### src/hw/rtl/nmea_sentence_framer_unit_macros.svh
// Assertion macros used by the framer back end.
`ifndef NMEA_SENTENCE_FRAMER_UNIT_MACROS_SVH
`define NMEA_SENTENCE_FRAMER_UNIT_MACROS_SVH

// The consequent must hold in the same cycle as the antecedent.
`define NSF_ASSERT_SAME(label, clk, rst, ante, cons) \
   label: assert property (@(posedge clk) disable iff (rst) (ante) |-> (cons)) \
      else $error("framer check failed in the same cycle");

// The consequent must hold in the cycle after the antecedent.
`define NSF_ASSERT_NEXT(label, clk, rst, ante, cons) \
   label: assert property (@(posedge clk) disable iff (rst) (ante) |=> (cons)) \
      else $error("framer check failed in the next cycle");

`endif

### src/hw/rtl/nsf_pkg.sv
`timescale 1ns / 1ps

package nsf_pkg;

   // Framing characters.
   localparam logic [7:0] StartChar = 8'h24;
   localparam logic [7:0] EndChar   = 8'h2A;
   localparam logic [7:0] Wildcard  = 8'h2A;

   // Header length and known sentence patterns.
   localparam int HeaderLen      = 5;
   localparam int KnownKinds     = 4;
   localparam int SentenceKinds  = 4;

   // Sentence type codes.
   localparam logic [2:0] TypeNone = 3'd0;
   localparam logic [2:0] TypeGsa  = 3'd1;
   localparam logic [2:0] TypeGga  = 3'd2;
   localparam logic [2:0] TypeRmc  = 3'd3;
   localparam logic [2:0] TypeZda  = 3'd4;

   typedef logic [0:HeaderLen-1][7:0] nsf_header_type;

   localparam nsf_header_type NsfPatterns [KnownKinds] = '{
      '{"G", "*", "G", "S", "A"},
      '{"G", "*", "G", "G", "A"},
      '{"G", "*", "R", "M", "C"},
      '{"G", "*", "Z", "D", "A"}
   };

   localparam logic [2:0] NsfTypeCodes [KnownKinds] = '{TypeGsa, TypeGga, TypeRmc, TypeZda};

   // Framer phases.
   typedef enum logic [1:0] {
      PH_HUNT,
      PH_PAYLOAD,
      PH_DIGIT_HI,
      PH_DIGIT_LO
   } nsf_phase_type;

   // One classified character as it travels from front to back.
   typedef struct packed {
      logic [7:0] data;
      logic       is_start;
      logic       is_end;
      logic [3:0] hex;
   } nsf_item_type;

   // Hex digit value; anything that is not a hex digit counts as zero.
   function automatic logic [3:0] nsf_hex_value(logic [7:0] c);
      logic [3:0] v;
      v = 4'd0;
      if (c >= "0" && c <= "9") v = 4'(c - "0");
      else if (c >= "A" && c <= "F") v = 4'(c - "A" + 8'd10);
      else if (c >= "a" && c <= "f") v = 4'(c - "a" + 8'd10);
      return v;
   endfunction

   // Match the header against the patterns; the lowest matching pattern wins.
   function automatic logic [2:0] nsf_find_type(nsf_header_type hdr);
      logic [2:0] kind;
      logic       hit;
      kind = TypeNone;
      for (int k = KnownKinds - 1; k >= 0; k--) begin
         hit = 1'b1;
         for (int i = 0; i < HeaderLen; i++) begin
            if (NsfPatterns[k][i] != Wildcard && NsfPatterns[k][i] != hdr[i]) hit = 1'b0;
         end
         if (hit && k < SentenceKinds) kind = NsfTypeCodes[k];
      end
      return kind;
   endfunction

endpackage

### src/hw/rtl/nsf_front.sv
`timescale 1ns / 1ps

module nsf_front import nsf_pkg::*; (
   input  logic         clock,
   input  logic         reset,
   input  logic         req_valid,
   output logic         req_stall,
   input  logic [7:0]   req_rx_byte,
   output logic         out_valid,
   input  logic         out_stall,
   output nsf_item_type out_item
);

   logic         valid_ff;
   logic         valid_in;
   nsf_item_type item_ff;
   nsf_item_type item_in;

   // Classify the incoming character.
   always_comb begin
      item_in.data     = req_rx_byte;
      item_in.is_start = (req_rx_byte == StartChar);
      item_in.is_end   = (req_rx_byte == EndChar);
      item_in.hex      = nsf_hex_value(req_rx_byte);
   end

   // The stage holds while its transaction waits on the queue.
   assign req_stall = valid_ff && out_stall;
   assign valid_in  = req_valid;

   always_ff @(posedge clock) begin
      if (reset) begin
         valid_ff <= 1'b0;
      end else if (!req_stall) begin
         valid_ff <= valid_in;
      end
   end

   always_ff @(posedge clock) begin
      if (!req_stall) begin
         item_ff <= item_in;
      end
   end

   assign out_valid = valid_ff;
   assign out_item  = item_ff;

endmodule

### src/hw/rtl/nsf_queue.sv
`timescale 1ns / 1ps

module nsf_queue import nsf_pkg::*; (
   input  logic         clock,
   input  logic         reset,
   input  logic         in_valid,
   output logic         in_stall,
   input  nsf_item_type in_item,
   output logic         out_valid,
   input  logic         out_stall,
   output nsf_item_type out_item
);

   nsf_item_type entry_ff [2];
   logic         wr_ptr_ff;
   logic         wr_ptr_in;
   logic         rd_ptr_ff;
   logic         rd_ptr_in;
   logic [1:0]   count_ff;
   logic [1:0]   count_in;
   logic         push;
   logic         pop;

   // Two entries let the front and back stall independently.
   assign in_stall  = (count_ff == 2'd2);
   assign out_valid = (count_ff != 2'd0);
   assign push      = in_valid && !in_stall;
   assign pop       = out_valid && !out_stall;
   assign out_item  = entry_ff[rd_ptr_ff];

   always_comb begin
      wr_ptr_in = push ? !wr_ptr_ff : wr_ptr_ff;
      rd_ptr_in = pop ? !rd_ptr_ff : rd_ptr_ff;
      count_in  = count_ff + 2'(push) - 2'(pop);
   end

   always_ff @(posedge clock) begin
      if (reset) begin
         wr_ptr_ff <= 1'b0;
         rd_ptr_ff <= 1'b0;
         count_ff  <= 2'd0;
      end else begin
         wr_ptr_ff <= wr_ptr_in;
         rd_ptr_ff <= rd_ptr_in;
         count_ff  <= count_in;
      end
   end

   always_ff @(posedge clock) begin
      if (push) begin
         entry_ff[wr_ptr_ff] <= in_item;
      end
   end

endmodule

### src/hw/rtl/nsf_back.sv
`timescale 1ns / 1ps
`include "nmea_sentence_framer_unit_macros.svh"

module nsf_back import nsf_pkg::*; #(
   parameter int MAX_PAYLOAD = 128
) (
   input  logic         clock,
   input  logic         reset,
   input  logic         in_valid,
   output logic         in_stall,
   input  nsf_item_type in_item,
   output logic         rsp_valid,
   input  logic         rsp_stall,
   output logic         rsp_checksum_ok,
   output logic [2:0]   rsp_sentence_type,
   output logic [7:0]   rsp_talker_char,
   output logic [7:0]   rsp_payload_length,
   output logic         rsp_length_overflow
);

   localparam int CountWidth = $clog2(MAX_PAYLOAD + 1);
   localparam logic [CountWidth-1:0] CountMax = CountWidth'(MAX_PAYLOAD);

   nsf_phase_type         phase_ff;
   nsf_phase_type         phase_in;
   logic [7:0]            xor_ff;
   logic [CountWidth-1:0] count_ff;
   logic [3:0]            high_ff;
   logic                  ovf_ff;
   nsf_header_type        hdr_ff;
   logic                  rsp_valid_ff;
   logic                  ok_ff;
   logic [2:0]            type_ff;
   logic [7:0]            talker_ff;
   logic [7:0]            length_ff;
   logic                  ovf_out_ff;

   logic take;
   logic can_take;
   logic start_frame;
   logic add_byte;
   logic load_high;
   logic emit;

   // A closing digit needs room in the output register; other characters do not.
   assign can_take = (phase_ff != PH_DIGIT_LO) || !rsp_valid_ff || !rsp_stall;
   assign take     = in_valid && can_take;
   assign in_stall = !can_take;

   // Next phase.
   always_comb begin
      phase_in = phase_ff;
      if (take) begin
         unique case (phase_ff)
            PH_HUNT:     if (in_item.is_start) phase_in = PH_PAYLOAD;
            PH_PAYLOAD:  if (in_item.is_end) phase_in = PH_DIGIT_HI;
            PH_DIGIT_HI: phase_in = PH_DIGIT_LO;
            PH_DIGIT_LO: phase_in = PH_HUNT;
            default:     phase_in = PH_HUNT;
         endcase
      end
   end

   // Datapath enables for the current phase.
   always_comb begin
      start_frame = 1'b0;
      add_byte    = 1'b0;
      load_high   = 1'b0;
      emit        = 1'b0;
      if (take) begin
         unique case (phase_ff)
            PH_HUNT:     start_frame = in_item.is_start;
            PH_PAYLOAD:  add_byte = !in_item.is_end;
            PH_DIGIT_HI: load_high = 1'b1;
            PH_DIGIT_LO: emit = 1'b1;
            default:     emit = 1'b0;
         endcase
      end
   end

   always_ff @(posedge clock) begin
      if (reset) begin
         phase_ff <= PH_HUNT;
      end else begin
         phase_ff <= phase_in;
      end
   end

   // Running XOR, saturating length and overflow flag.
   always_ff @(posedge clock) begin
      if (reset) begin
         count_ff <= '0;
      end else if (start_frame) begin
         count_ff <= '0;
      end else if (add_byte && count_ff < CountMax) begin
         count_ff <= count_ff + 1'b1;
      end
   end

   always_ff @(posedge clock) begin
      if (start_frame) begin
         xor_ff  <= 8'd0;
         ovf_ff  <= 1'b0;
         high_ff <= 4'd0;
      end else begin
         if (add_byte) begin
            xor_ff <= xor_ff ^ in_item.data;
            if (count_ff >= CountMax) ovf_ff <= 1'b1;
         end
         if (load_high) high_ff <= in_item.hex;
      end
   end

   // Header capture: each byte lands at its own position.
   always_ff @(posedge clock) begin
      for (int i = 0; i < HeaderLen; i++) begin
         if (add_byte && count_ff == CountWidth'(i)) begin
            hdr_ff[i] <= in_item.data;
         end
      end
   end

   // Output register with the finished frame summary.
   always_ff @(posedge clock) begin
      if (reset) begin
         rsp_valid_ff <= 1'b0;
      end else if (emit) begin
         rsp_valid_ff <= 1'b1;
      end else if (!rsp_stall) begin
         rsp_valid_ff <= 1'b0;
      end
   end

   always_ff @(posedge clock) begin
      if (emit) begin
         ok_ff      <= ({high_ff, in_item.hex} == xor_ff);
         type_ff    <= (count_ff >= CountWidth'(HeaderLen)) ? nsf_find_type(hdr_ff) : TypeNone;
         talker_ff  <= (count_ff >= CountWidth'(2)) ? hdr_ff[1] : 8'd0;
         length_ff  <= 8'(count_ff);
         ovf_out_ff <= ovf_ff;
      end
   end

   assign rsp_valid           = rsp_valid_ff;
   assign rsp_checksum_ok     = ok_ff;
   assign rsp_sentence_type   = type_ff;
   assign rsp_talker_char     = talker_ff;
   assign rsp_payload_length  = length_ff;
   assign rsp_length_overflow = ovf_out_ff;

   // Consistency checks.
   `NSF_ASSERT_NEXT(a_emit_gives_rsp, clock, reset, emit, rsp_valid_ff)
   `NSF_ASSERT_NEXT(a_start_opens, clock, reset, start_frame, phase_ff == PH_PAYLOAD && count_ff == '0)
   `NSF_ASSERT_SAME(a_count_bound, clock, reset, phase_ff != PH_HUNT, count_ff <= CountMax)
   `NSF_ASSERT_SAME(a_ovf_saturated, clock, reset, ovf_ff && phase_ff != PH_HUNT, count_ff == CountMax)
   `NSF_ASSERT_SAME(a_no_overwrite, clock, reset, rsp_valid_ff && rsp_stall, !emit)

endmodule

### src/hw/rtl/nmea_sentence_framer_unit.sv
`timescale 1ns / 1ps
// NMEA 0183 sentence framer: takes one received character per transaction, finds '$', gathers
// the payload up to '*' with a running XOR and a length, reads two hex checksum digits and then
// gives one result with checksum match, sentence type (GSA, GGA, RMC, ZDA or none), talker
// character, payload length saturated at MAX_PAYLOAD, and an overflow flag. It takes one
// character per cycle while req_stall is low: a classifying front register feeds a two-entry
// queue, and the back state machine consumes one queued character per cycle unless it holds
// back a closing digit, which sets the rate. The result is loaded into an output register when
// the back accepts the second checksum digit and waits there while later characters flow; only
// a closing digit that finds it still full is held back. A bad frame still gives checksum_ok low.

module nmea_sentence_framer_unit import nsf_pkg::*; #(
   parameter int MAX_PAYLOAD = 128
) (
   input  logic       clock,
   input  logic       reset,
   input  logic       req_valid,
   output logic       req_stall,
   input  logic [7:0] req_rx_byte,
   output logic       rsp_valid,
   input  logic       rsp_stall,
   output logic       rsp_checksum_ok,
   output logic [2:0] rsp_sentence_type,
   output logic [7:0] rsp_talker_char,
   output logic [7:0] rsp_payload_length,
   output logic       rsp_length_overflow
);

   logic         front_valid;
   logic         front_stall;
   nsf_item_type front_item;
   logic         back_valid;
   logic         back_stall;
   nsf_item_type back_item;

   // Character classification.
   nsf_front u_front (
      .clock       (clock),
      .reset       (reset),
      .req_valid   (req_valid),
      .req_stall   (req_stall),
      .req_rx_byte (req_rx_byte),
      .out_valid   (front_valid),
      .out_stall   (front_stall),
      .out_item    (front_item)
   );

   // Decoupling queue.
   nsf_queue u_queue (
      .clock     (clock),
      .reset     (reset),
      .in_valid  (front_valid),
      .in_stall  (front_stall),
      .in_item   (front_item),
      .out_valid (back_valid),
      .out_stall (back_stall),
      .out_item  (back_item)
   );

   // Framing state machine and result register.
   nsf_back #(
      .MAX_PAYLOAD (MAX_PAYLOAD)
   ) u_back (
      .clock               (clock),
      .reset               (reset),
      .in_valid            (back_valid),
      .in_stall            (back_stall),
      .in_item             (back_item),
      .rsp_valid           (rsp_valid),
      .rsp_stall           (rsp_stall),
      .rsp_checksum_ok     (rsp_checksum_ok),
      .rsp_sentence_type   (rsp_sentence_type),
      .rsp_talker_char     (rsp_talker_char),
      .rsp_payload_length  (rsp_payload_length),
      .rsp_length_overflow (rsp_length_overflow)
   );

endmodule
### config.mk
export PLATFORM = sky130hd
export DESIGN_NAME = nmea_sentence_framer_unit
export DESIGN_NICKNAME = d
export VERILOG_FILES = /design/src/hw/rtl/nsf_pkg.sv /design/src/hw/rtl/nsf_front.sv /design/src/hw/rtl/nsf_queue.sv /design/src/hw/rtl/nsf_back.sv /design/src/hw/rtl/nmea_sentence_framer_unit.sv
export VERILOG_INCLUDE_DIRS = /design/src /design/src/hw/rtl
export SDC_FILE = /design/constraint.sdc
export NUM_CORES = 1
export LEC_CHECK = 0
export ABC_AREA = 1
export BUFFER_PORTS_ARGS = -buffer_cell sky130_fd_sc_hd__buf_2
export CORE_ASPECT_RATIO = 0.6
export CORE_MARGIN = 2
export CORE_UTILIZATION = 26
export CTS_CLUSTER_DIAMETER = 40
export CTS_CLUSTER_SIZE = 8
export DETAILED_ROUTE_END_ITERATION = 10
export PLACE_DENSITY = 0.53
export SLEW_MARGIN = 10
export SYNTH_ARGS = -nofsm -noshare
export SYNTH_HDL_FRONTEND = slang
export SYNTH_SLANG_ARGS = --single-unit
### constraint.sdc
create_clock -name clock -period 2.98 [get_ports clock]
set_clock_uncertainty 0.05 [all_clocks]
set_input_delay 0.745 -clock clock [delete_from_list [all_inputs] [get_ports clock]]
set_output_delay 0.745 -clock clock [all_outputs]
set_load 0.02 [all_outputs]
==> results of run 1 <==
-- metal layers --
layer | global-route usage | share of wire | up-vias | routed length, µm
met5 | 0 | 0 | - | 0
met4 | 0.0366 | 0.0076 | 0 | 79
met3 | 0.0304 | 0.057 | 9 | 592
met2 | 0.134 | 0.39 | 95 | 4060
met1 | 0.151 | 0.55 | 1602 | 5720
li1 | - | - | 1797 | -
-- registers in the layout, summed over array words and instances, names as in the netlist, 2 cells and up, named ones only --
signal / cells
u_back.hdr_ff: 40
u_back.phase_ff: 2
u_back.xor_ff: 8
u_back.rsp_payload_length: 8
u_back.rsp_sentence_type: 3
u_back.count_ff: 8
u_queue.count_ff: 2
u_back.rsp_talker_char: 8
u_back.high_ff: 4
u_queue.entry_ff: 28
u_front.out_item: 14
-- worst paths after layout --
| kind | slack (ns) | startpoint | end |
|---|---|---|---|
| worst max-delay path | 0.87 | u_queue.count_ff[0] | req_stall |
| worst min register to register | 0.40 | u_front.out_item[1] | u_queue.entry_ff[1][1] |
| worst min-delay path | 0.40 | u_front.out_item[1] | u_queue.entry_ff[1][1] |
| worst max register to register | 0.92 | register | u_back.hdr_ff[19] |
-- report_power, final --
part / leakage (nW) / internal (mW) / switching [mW] / total [mW]
sequential: 1.24 / 2.26 / 0.112 / 2.37
clock: 0.289 / 1.34 / 0.721 / 2.06
combinational: 1.23 / 0.259 / 0.586 / 0.845
total: 2.76 / 3.86 / 1.42 / 5.28
-- layout by cell type (no fill, tap or decap), types with 5 or more instances in the layout --
cell type and n:
sky130_fd_sc_hd__nand2_1 112, sky130_fd_sc_hd__buf_4 11, sky130_fd_sc_hd__edfxtp_1 103, sky130_fd_sc_hd__inv_1 74, sky130_fd_sc_hd__xor2_1 9, sky130_fd_sc_hd__clkbuf_8 5, sky130_fd_sc_hd__a21oi_1 27, sky130_fd_sc_hd__nand3_1 23
sky130_fd_sc_hd__nor2_1 68, sky130_fd_sc_hd__buf_2 34, sky130_fd_sc_hd__ha_1 14, sky130_fd_sc_hd__o21ai_0 12, sky130_fd_sc_hd__nor3_1 7, sky130_fd_sc_hd__dfxtp_1 30, sky130_fd_sc_hd__clkbuf_16 17, sky130_fd_sc_hd__clkbuf_1 6
-- stage by stage --
step | total power, mW | util | worst slack [ns] | instances
final | 5.28 | 0.318 | 0.866 | 863
after detailed placement | 3.27 | 0.290 | 0.739 | 831
after CTS | 5.35 | 0.318 | 0.830 | 863
after floorplan | 3.02 | - | 0.529 | 511
after global routing | 5.56 | 0.318 | 0.763 | 863
after global placement | 3.26 | 0.290 | 0.766 | 831
-- logic make-up after synthesis --
logic type / count (synthesis) / share of synthesized area
AO/OA/AOI/OAI: 45 / 0.0438
XOR/XNOR: 10 / 0.0159
adder cells (fa/ha/maj): 14 / 0.0318
buffers and inverters: 81 / 0.0615
flip-flops: 133 / 0.670
AND/OR/NAND/NOR: 228 / 0.177
-- final cells by class --
class                      instances  area (µm²)  share of cell area
clock inverter                     4        70.1              0.0105
tap                              279         349              0.0524
sequential                       133        3690               0.555
multi-input combinational        297        1480               0.223
timing repair buffer              45         253              0.0380
clock buffer                      28         517              0.0776
inverter                          77         294              0.0442
-- critical path: stages (launching register included) --
cell                      delay [ns]
sky130_fd_sc_hd__dfxtp_1        0.32
sky130_fd_sc_hd__inv_1          0.06
sky130_fd_sc_hd__nand3_1        0.07
sky130_fd_sc_hd__buf_4          0.22
sky130_fd_sc_hd__inv_1          0.08
sky130_fd_sc_hd__buf_2          0.16
==> results summary, run 1 <==
The placement-stage cell area is roughly 6100 µm². The number of placement rows is 41. The cell leakage power came out at between 2 and 3 nW. The post-route fraction of the period consumed by the critical path came out at 0.709. The number of hold-slack violations in the final timing report came out at 0. Using the TritonRoute via totals, the vias-per-cell ratio works out to between 4 and 5. Clock tree synthesis selected as its root buffer the cell sky130_fd_sc_hd__clkbuf_16. The max-capacitance violation count is 0. The number of slew-limit violations in the final report is 0. The number of clock sinks came out at approximately 130. The die boundary width is 192 µm. The remaining antenna violation count came out at 0. The CTS tree is yes.

In the synthesized netlist the dominant register cell turns out to be sky130_fd_sc_hd__edfxtp_1. The number of stages on the worst hold path is 0. The setup-violating endpoint count in the final report came out at 0. The post-detailed-placement half-perimeter wirelength came out at roughly 7.2 mm. The library cell with the highest instance count after synthesis is sky130_fd_sc_hd__nand2_1. The maximum buffer depth of the clock tree came out at 2. VDD sags by at most between 0.4 and 0.5 mV. At the end of the flow, the number of nets in the layout was 597. The number of inserted filler cells in the final layout came out at 2138. The number of distinct library cells after synthesis is 29. By area the synthesized netlist is led by sky130_fd_sc_hd__edfxtp_1 56%, sky130_fd_sc_hd__dfxtp_1 11%, sky130_fd_sc_hd__nand2_1 7.6%.

0 antenna diodes ended up in the layout. The worst hold path belongs to the class register to register. After synthesis the cells add up to between 5000 and 6000 µm². The run finished with clean final reports. Dividing the detail-routed wire length by the instance count gives about 12 µm.

The H-tree depth reported by CTS is 4. In this run, post-CTS hold repair placed 0 buffers. For the worst setup path, the data arrival time is ~1.3 ns.

The routability-driven placement congestion ratio came out at just under 0.8. For this run, asynchronously set or reset flops after synthesis account for 0. The later-pin clock latency in the skew report came out at a little over 0.4 ns. The die outline area is around 22000 µm². For the pin with the worst max-slew slack, the measured transition is about 0.46 ns. The synthesized design spends more area on one cell type than any other, namely sky130_fd_sc_hd__edfxtp_1. The worst pin sits at a relative slew slack of 0.690. The number of I/O pins is 35. Across all hold checks on the routed design, the worst slack comes to around 0.4 ns. The depth of the worst register-to-register path came out at 8. The number of antenna violations at the first check in global routing is 0.

The total wirelength of the detailed-routed design came out at roughly 10 mm. The power density normalized to cell area came out at a little under 800 nW/µm². The worst setup path is of the register to output pin kind.

The number of search-and-repair iterations in the first detailed-routing pass came out at 5. The routed layout has approximately 3500 vias. The global-route total usage across every layer is 0.100.

The worst setup path is launched from a register. The proportion of synthesized chip area in sequential cells came out at 0.670. The number of flops mapped to enable cells by yosys is just over 100.

After the first detailed-routing iteration, the DRC count stood at approximately 260. The number of cells produced by synthesis is between 500 and 600. The clock input transition at the sequential cells of the worst setup and hold paths came out at around 0.05 ns. The finished layout cell area came out at around 6700 µm². The post-CTS setup-driven buffer insertion count is 0. Subtracting the final worst setup slack from the clock period gives between 2 and 2.5 ns. The maximum clock frequency came out at roughly 470 MHz. The per-instance average area after synthesis came out at 10.8 µm². The total area inside the core boundary comes to between 20000 and 25000 µm². In this run the tool buffered the top-level ports with 34 buffer cells. The initial core utilization came out at 0.264. The number of buffers inserted during clock tree synthesis came out at 17.

After clock tree synthesis, the repair step resized 0 gates. The post-synthesis net count came out at around 540. For the worst setup path, the data required time is 2.18 ns. The flip-flop and latch count after synthesis came out at approximately 130. The portion of synthesized cell area occupied by the leading cell type came out at 0.561.

Entering global routing, the biggest net connects 22 pins. The height of the die is approximately 120 µm. For this run the aggregate overflow at the end of global routing stands at 0. The commonest cells after synthesis are 112 x sky130_fd_sc_hd__nand2_1, 103 x sky130_fd_sc_hd__edfxtp_1, 74 x sky130_fd_sc_hd__inv_1. The worst setup path is captured at an output pin. The number of warnings reported in the yosys synthesis log came out at 0. The fraction of layout instances using a drive strength above 1 came out at 0.142. The final total negative setup slack came out at 0 ns. The via count of the first global-routing pass was ~3200.

In the routed design, unresolved DRC markers number 0. The largest fanout of any net on the critical path is 15. The wire length of the first global-routing pass is between 15 and 20 mm. Setup repair after global routing left no endpoint under its margin.

The area growth from synthesis to layout is 20.7%.
Note: power is estimated with default switching activity, not from simulation.
==> run 2: changes to the inputs <==
clock period = 2.1 ns   (was 2.98 ns; I/O delays follow)
==> results summary, run 2 (synthesis results as in run 1) <==
The number of placement rows came out at 41 (unchanged). The total net switching power is 2.16 mW (+52%). The total wirelength of the detailed-routed design was 10.5 mm (+0.62%). The combinational share of power is 0.166 (+0.006). The relative area change from synthesis to final layout came out at 21.7%. The depth of the worst register-to-register path came out at 10 (+2). The initial core utilization came to 0.264 (unchanged). The arrival time at the worst endpoint is 2.14 ns (+0.82 ns). The worst hold path belongs to the class input port to register. The cell leakage power came out at 2.76 nW (+0.25%). The number of buffers inserted for hold repair after clock tree synthesis is 0 (unchanged).

The area of the multi-input gates came out at 1500 µm² (+0.93%). The detailed-route wire length per cell came out at 12.1 µm (+0.16%). The number of slew-limit violations in the final report came out at 0 (unchanged).

The worst setup path is of the register to register kind. The number of stages on the worst hold path came to 1 (+1). The global-route total usage across every layer came out at 0.101 (+0.000945). The number of standard cells in the final layout excluding fillers came out at 867 (+0.46%). The detailed-route DRC error count came to 0 (unchanged).

The wire length of the first global-routing pass is 17.0 mm (+1.7%). The power density normalized to cell area is 1120 nW/µm² (+41%). The hold path startpoint is req_rx_byte[4]. The tree is rooted in a sky130_fd_sc_hd__clkbuf_16. The portion of total power attributed to sequential cells came out at 0.446 (-0.003). The later-pin clock latency in the skew report is 0.41 ns (about the same).

The post-CTS setup-driven buffer insertion count is 0 (unchanged). The setup-violating endpoint count in the final report is 0 (unchanged). The data required time at the worst endpoint came out at 2.35 ns (+0.17 ns). The die boundary width came out at 192 µm (unchanged). TritonCTS built the clock tree. The worst setup path is launched from a register. The fraction of layout instances using a drive strength above 1 came out at 0.160 (+0.0177). The switching power share of the total was 0.287 (+0.0184). The number of inserted filler cells in the final layout is 2145 (+0.33%).

The post-route fraction of the period consumed by the critical path came out at 0.899. The most numerous cell type found on the critical path is sky130_fd_sc_hd__ha_1. The number of DRC markers after the initial detailed-route iteration is 237 (-7.8%).

The peak supply drop is 0.567 mV (+29%). The remaining antenna violation count came out at 0 (unchanged). The design internal power is 5.36 mW (+39%). The most critical setup path has its startpoint at u_back.phase_ff[1]. STA classifies the critical path endpoint as a register. The routability-driven placement congestion ratio came out at 0.796 (+3.5%). The antenna diode instance count came out at 0 (unchanged). The delay of the slowest critical-path stage is 0.36 ns (+0.04 ns). The number of cells after detailed placement is 835 (+0.48%). The H-tree depth reported by CTS came out at 4 (unchanged). The number of buffers inserted during clock tree synthesis is 17 (unchanged).

Leaving out fill and tap cells, the most frequent cells in the layout are 112 x sky130_fd_sc_hd__nand2_1, 103 x sky130_fd_sc_hd__edfxtp_1, 74 x sky130_fd_sc_hd__inv_1. The max-capacitance violation count came out at 0 (unchanged). Static timing analysis puts the maximum clock frequency at 530 MHz. The height of the die came out at 117 µm (unchanged).

The largest net degree at the start of global routing is 22 (unchanged). The largest fanout of any net on the critical path came out at 6 (-9). Traced cell by cell, the critical path runs through ha_1 -> nand3_1 -> nand2_2 -> inv_2 -> ha_1 -> inv_1 -> ha_1 -> xnor2_2 -> o21ai_0 -> a21oi_1.

The number of clock sinks was 133 (unchanged). The number of search-and-repair iterations in the first detailed-routing pass came to 5 (unchanged). The total number of nets in the final design came out at 601 (+0.67%). The clock input transition at the sequential cells of the worst setup and hold paths was 0.06 ns (about the same). The via count of the first global-routing pass came out at 3179 (+0.82%). The normalized max-slew margin is 0.741 (+0.0508). Setup repair after global routing left no endpoint under its margin. The number of port buffers is 34 (unchanged). The end-of-flow core utilization is 0.321 (+0.00257). The total congestion overflow came to 0 (unchanged). The footprint of the flip-flops and latches is 3690 µm² (unchanged). The number of hold-slack violations in the final timing report came out at 0 (unchanged). The final total negative setup slack is 0 ns (unchanged). The post-detailed-placement half-perimeter wirelength came out at 7.34 mm (+1.6%). The via count came out at 3426 (-2.2%). The maximum buffer depth of the clock tree is 2 (unchanged). The number of antenna violations at the first check in global routing came out at 0 (unchanged). In this run the critical register-to-register path is launched from u_back.phase_ff[1]. The area of the core came out at 20900 µm² (unchanged).

The post-detailed-route via-to-cell ratio is 3.95 (-2.6%). The top register by number of flip-flops is u_back.hdr_ff. The number of flip-flops in the largest register is 40 (unchanged).

Leaving out fill and tap cells, the most frequent cell in the layout is sky130_fd_sc_hd__nand2_1. The minimum period implied by the final worst setup slack came out at around 1.9 ns. The transition at the pin with the smallest max-transition slack is 0.385 ns (-0.0768 ns). The run finished with clean final reports.

The clock power share came to 0.388 (-0.003). The worst slack on hold paths came out at 0.266 ns (-0.132 ns). The master of the slowest instance on the critical path is sky130_fd_sc_hd__dfxtp_1. The die outline area is 22400 µm² (unchanged). The number of I/O pins came out at 35 (unchanged).
run 2: cell types whose count changed in the layout (fill, tap and decap cells not counted), sizes merged:
cell      delta
buf          +4
inv          +2
clkinvlp     +5
clkinv       +3
clkbuf      -10
run 2: area by class of cell:
cell class / count / share of cell area
clock buffers: 18 / 0.0639
clock inverters: 14 / 0.0231
inverters: 77 / 0.0438
multi-input cells: 297 / 0.223
flip-flops and latches: 133 / 0.550
well taps: 279 / 0.0520
repair buffers: 49 / 0.0440
run 2: what timing repair did:
| item | 4_1_cts | 5_1_grt |
|---|---|---|
| gates resized for setup | 0 | 1 |
| endpoints found under the setup margin | 0 | 1 |
| endpoints found under the hold margin | 0 | 0 |
run 2: routing by layer:
layer,part of all wire,GRT usage,vias up,wire [µm]
li1,-,-,1812,-
met1,0.56,0.155,1540,5850
met2,0.39,0.134,65,4060
met3,0.048,0.0289,9,501
met4,0.010,0.0382,0,106
met5,0,0,-,0
run 2: power groups by stage:
stage	registers [mW]	clock network (mW)	logic (mW)
final	3.35	2.91	1.25
after global routing	3.38	3.11	1.44
after CTS	3.36	2.98	1.26
after detailed placement	3.41	0	1.25
after global placement	3.41	0	1.24
after floorplan	3.38	0	0.901
run 2: final timing paths:
check                            to  slack [ns]
max             u_queue.count_ff[1]        0.21
min            u_front.out_item[10]        0.27
max reg2reg     u_queue.count_ff[1]        0.21
min reg2reg  u_queue.entry_ff[0][3]        0.40
run 2: worst max-delay path: cells and delay by family (launching register included):
family	cells	cell delay (ns)
AOI/OAI and AO/OA	2	0.21
buffers and inverters	2	0.13
xor gates and xnor gates	1	0.14
DFF	1	0.36
and+or+nand+nor	2	0.22
adders and majority gates	3	0.68
run 2: through the flow:
step / setup slack, ns / cell area (µm²) / total power [mW]
floorplan: -0.00666 / 5520 / 4.28
global placement: 0.159 / 6120 / 4.64
detailed placement: 0.153 / 6120 / 4.66
CTS: 0.223 / 6710 / 7.59
global route: 0.0258 / 6710 / 7.94
finish: 0.212 / 6710 / 7.52
==> run 3: changes to the inputs <==
CORE_UTILIZATION = 60   (was 26)
PLACE_DENSITY = 0.91   (was 0.53)
==> results summary, run 3 (synthesis results as in run 1) <==
The maximum clock frequency is 508 MHz (-4.2%). The number of port buffers came to 34 (unchanged). The max-capacitance violation count is 0 (unchanged). The detailed-route DRC error count is 0 (unchanged).

The routability-driven placement congestion ratio was 0.855 (+7.5%). The initial core utilization came out at 0.609 (+0.346). The number of DRC markers after the initial detailed-route iteration came out at 332 (+40%). The setup slack at placement is 0.0920 ns (-0.0613 ns). The number of flip-flops in the largest register is 40 (unchanged). The die boundary width came out at 128 µm (-33%).

The number of clock sinks came to 133 (unchanged). The largest fanout of any net on the critical path is 9 (+3). The via count came out at 3780 (+10%). Setup repair after global routing left no endpoint under its margin. The slack of the critical path is 0.130 ns (-0.0822 ns). The final total negative setup slack came out at 0 ns (unchanged). The largest net degree at the start of global routing was 22 (unchanged).

The total power of the final layout came to 7.56 mW (+0.57%). The die outline area came out at 10000 µm² (-55%). The maximum buffer depth of the clock tree is 2 (unchanged). The hold path startpoint is reset.

The master of the slowest instance on the critical path is sky130_fd_sc_hd__dfxtp_1. The number of buffers inserted for hold repair after clock tree synthesis came out at 0 (unchanged). Relative to the synthesized area, the layout overhead comes to 17.6%. The total congestion overflow is 0 (unchanged).

The endpoint identified for the worst register-to-register timing path is u_back.hdr_ff[16]. The met2 global-route usage came out at 0.378 (+0.244). The total net switching power is 2.13 mW (-1.2%). The placement-stage cell area was 5890 µm² (-3.8%).

The finished layout cell area came out at 6490 µm² (-3.4%). The top register by number of flip-flops is u_back.hdr_ff. The worst setup path startpoint is u_back.phase_ff[0]. The total wirelength of the detailed-routed design came out at 10.8 mm (+2.3%).

The area of the core came out at 9050 µm² (-57%). The number of I/O pins was 35 (unchanged). The design internal power is 5.43 mW (+1.3%). The post-route fraction of the period consumed by the critical path came to 0.938 (+0.0391). The number of slew-limit violations in the final report is 0 (unchanged). The setup slack of the worst register-to-register path is 0.13 ns (-0.08 ns). The data required time at the worst endpoint came out at 2.17 ns (-0.18 ns). The portion of total power attributed to sequential cells came out at 0.446 (about the same). The switching power share of the total came out at 0.282 (-0.00503). The met1 capacity usage during global routing was 0.283 (+0.129). The global-route total usage across every layer came out at 0.234 (+0.133).

The cell leakage power came out at 2.75 nW (-0.38%). The combinational share of power came out at 0.165 (about the same). The minimum period implied by the final worst setup slack is 1.97 ns (+0.0822 ns). The number of placement rows was 27 (-34%). The library cells used most frequently in the layout, excluding fill and tap cells, are 112 x sky130_fd_sc_hd__nand2_1, 103 x sky130_fd_sc_hd__edfxtp_1, 74 x sky130_fd_sc_hd__inv_1.

The remaining antenna violation count came out at 0 (unchanged). The arrival time at the worst endpoint came out at 2.04 ns (-0.10 ns). The normalized max-slew margin is 0.260 (-0.481).

The critical path goes through ha_1 -> nand3_1 -> nand2_2 -> inv_2 -> nand2_1 -> nor3_2 -> buf_4. The wire length of the first global-routing pass came out at 17.3 mm (+1.3%). The met3 capacity usage during global routing came out at 0.0941 (+0.0651). The leading cell type in the layout, fill and taps excluded is sky130_fd_sc_hd__nand2_1.

The transition at the pin with the smallest max-transition slack came out at 1.11 ns (+0.722 ns). The fraction of layout instances using a drive strength above 1 came out at 0.154 (-0.00549). The height of the die is 78.3 µm (-33%). The number of hold-slack violations in the final timing report was 0 (unchanged).

The end of the critical path is u_back.hdr_ff[16]. The number of antenna violations at the first check in global routing is 0 (unchanged). The root buffer cell chosen for the clock tree is sky130_fd_sc_hd__clkbuf_16. The power density normalized to cell area is 1170 nW/µm² (+4.1%).

The setup-violating endpoint count in the final report came out at 0 (unchanged). In this run the worst hold path is classified as input port to register. The post-cts sizing count was 0 (unchanged). The peak supply drop is 0.747 mV (+32%). The critical path in this run is classified as register to register.

TritonCTS built the clock tree. The type of element capturing the critical path is a register. The post-detailed-route via-to-cell ratio is 5.41 (+37%). The depth of the worst register-to-register path came out at 7 (-3). STA classifies the critical path startpoint as a register.

The global routing's busiest layer is met2. The clock input transition at the sequential cells of the worst setup and hold paths is 0.05 ns (about the same). The detailed-route wire length per cell came out at 15.4 µm (+27%). The delay of the slowest critical-path stage is 0.32 ns (-0.04 ns). The antenna diode instance count came to 0 (unchanged). The total number of nets in the final design is 597 (-0.67%). The number of search-and-repair iterations in the first detailed-routing pass is 5 (unchanged).

The via count of the first global-routing pass is 3697 (+16%). The clock power share is 0.389 (about the same). In this run the critical register-to-register path is launched from u_back.phase_ff[0]. The number of buffers inserted during clock tree synthesis was 17 (unchanged). The run finished with clean final reports. The H-tree depth reported by CTS came to 4 (unchanged). The post-detailed-placement half-perimeter wirelength was 7.06 mm (-3.9%). The later-pin clock latency in the skew report is 0.43 ns (+0.02 ns).

The post-CTS setup-driven buffer insertion count is 0 (unchanged).
run 3: how the worst min path moves through the flow:
stage,to,cells past startpoint
after floorplan,u_back.rsp_length_overflow,0
after detailed placement,u_back.rsp_length_overflow,0
after global placement,u_queue.entry_ff[1][9],0
after CTS,u_back.rsp_valid,2
final,u_back.rsp_valid,2
after global routing,u_back.rsp_valid,2
run 3: per-stage QoR:
step	utilization	hold WS, ns	std cells
floorplan	-	0.359	511
global placement	0.650	0.378	668
detailed placement	0.650	0.383	668
CTS	0.715	0.228	699
global route	0.716	0.238	699
finish	0.716	0.232	699
run 3: layer usage:
layer | wire length (µm) | share of wire
met1 | 4480 | 0.42
met2 | 5190 | 0.48
met3 | 849 | 0.079
met4 | 240 | 0.022
met5 | 0 | 0
run 3: critical path, delay by kind of cell, from the launching register on:
kind / cells / cell delay [ns]
fa+ha+maj: 1 / 0.23
buf+inv: 2 / 0.36
flops: 1 / 0.32
simple gates: 4 / 0.69
run 3: power groups by stage:
stage               clock network (mW)  logic [mW]  registers, mW
floorplan                            0       0.901           3.38
global placement                     0        1.12           3.40
detailed placement                   0        1.19           3.42
CTS                               2.96        1.22           3.38
global route                      3.07        1.40           3.40
finish                            2.94        1.25           3.38
run 3: area by class of cell:
class / instances / area [µm²]
Multi-Input combinational cell: 297 / 1500
Clock inverter: 14 / 161
Tap cell: 116 / 145
Sequential cell: 133 / 3690
Clock buffer: 17 / 425
Fill cell: 592 / 2570
Timing Repair Buffer: 45 / 265
Inverter: 77 / 294
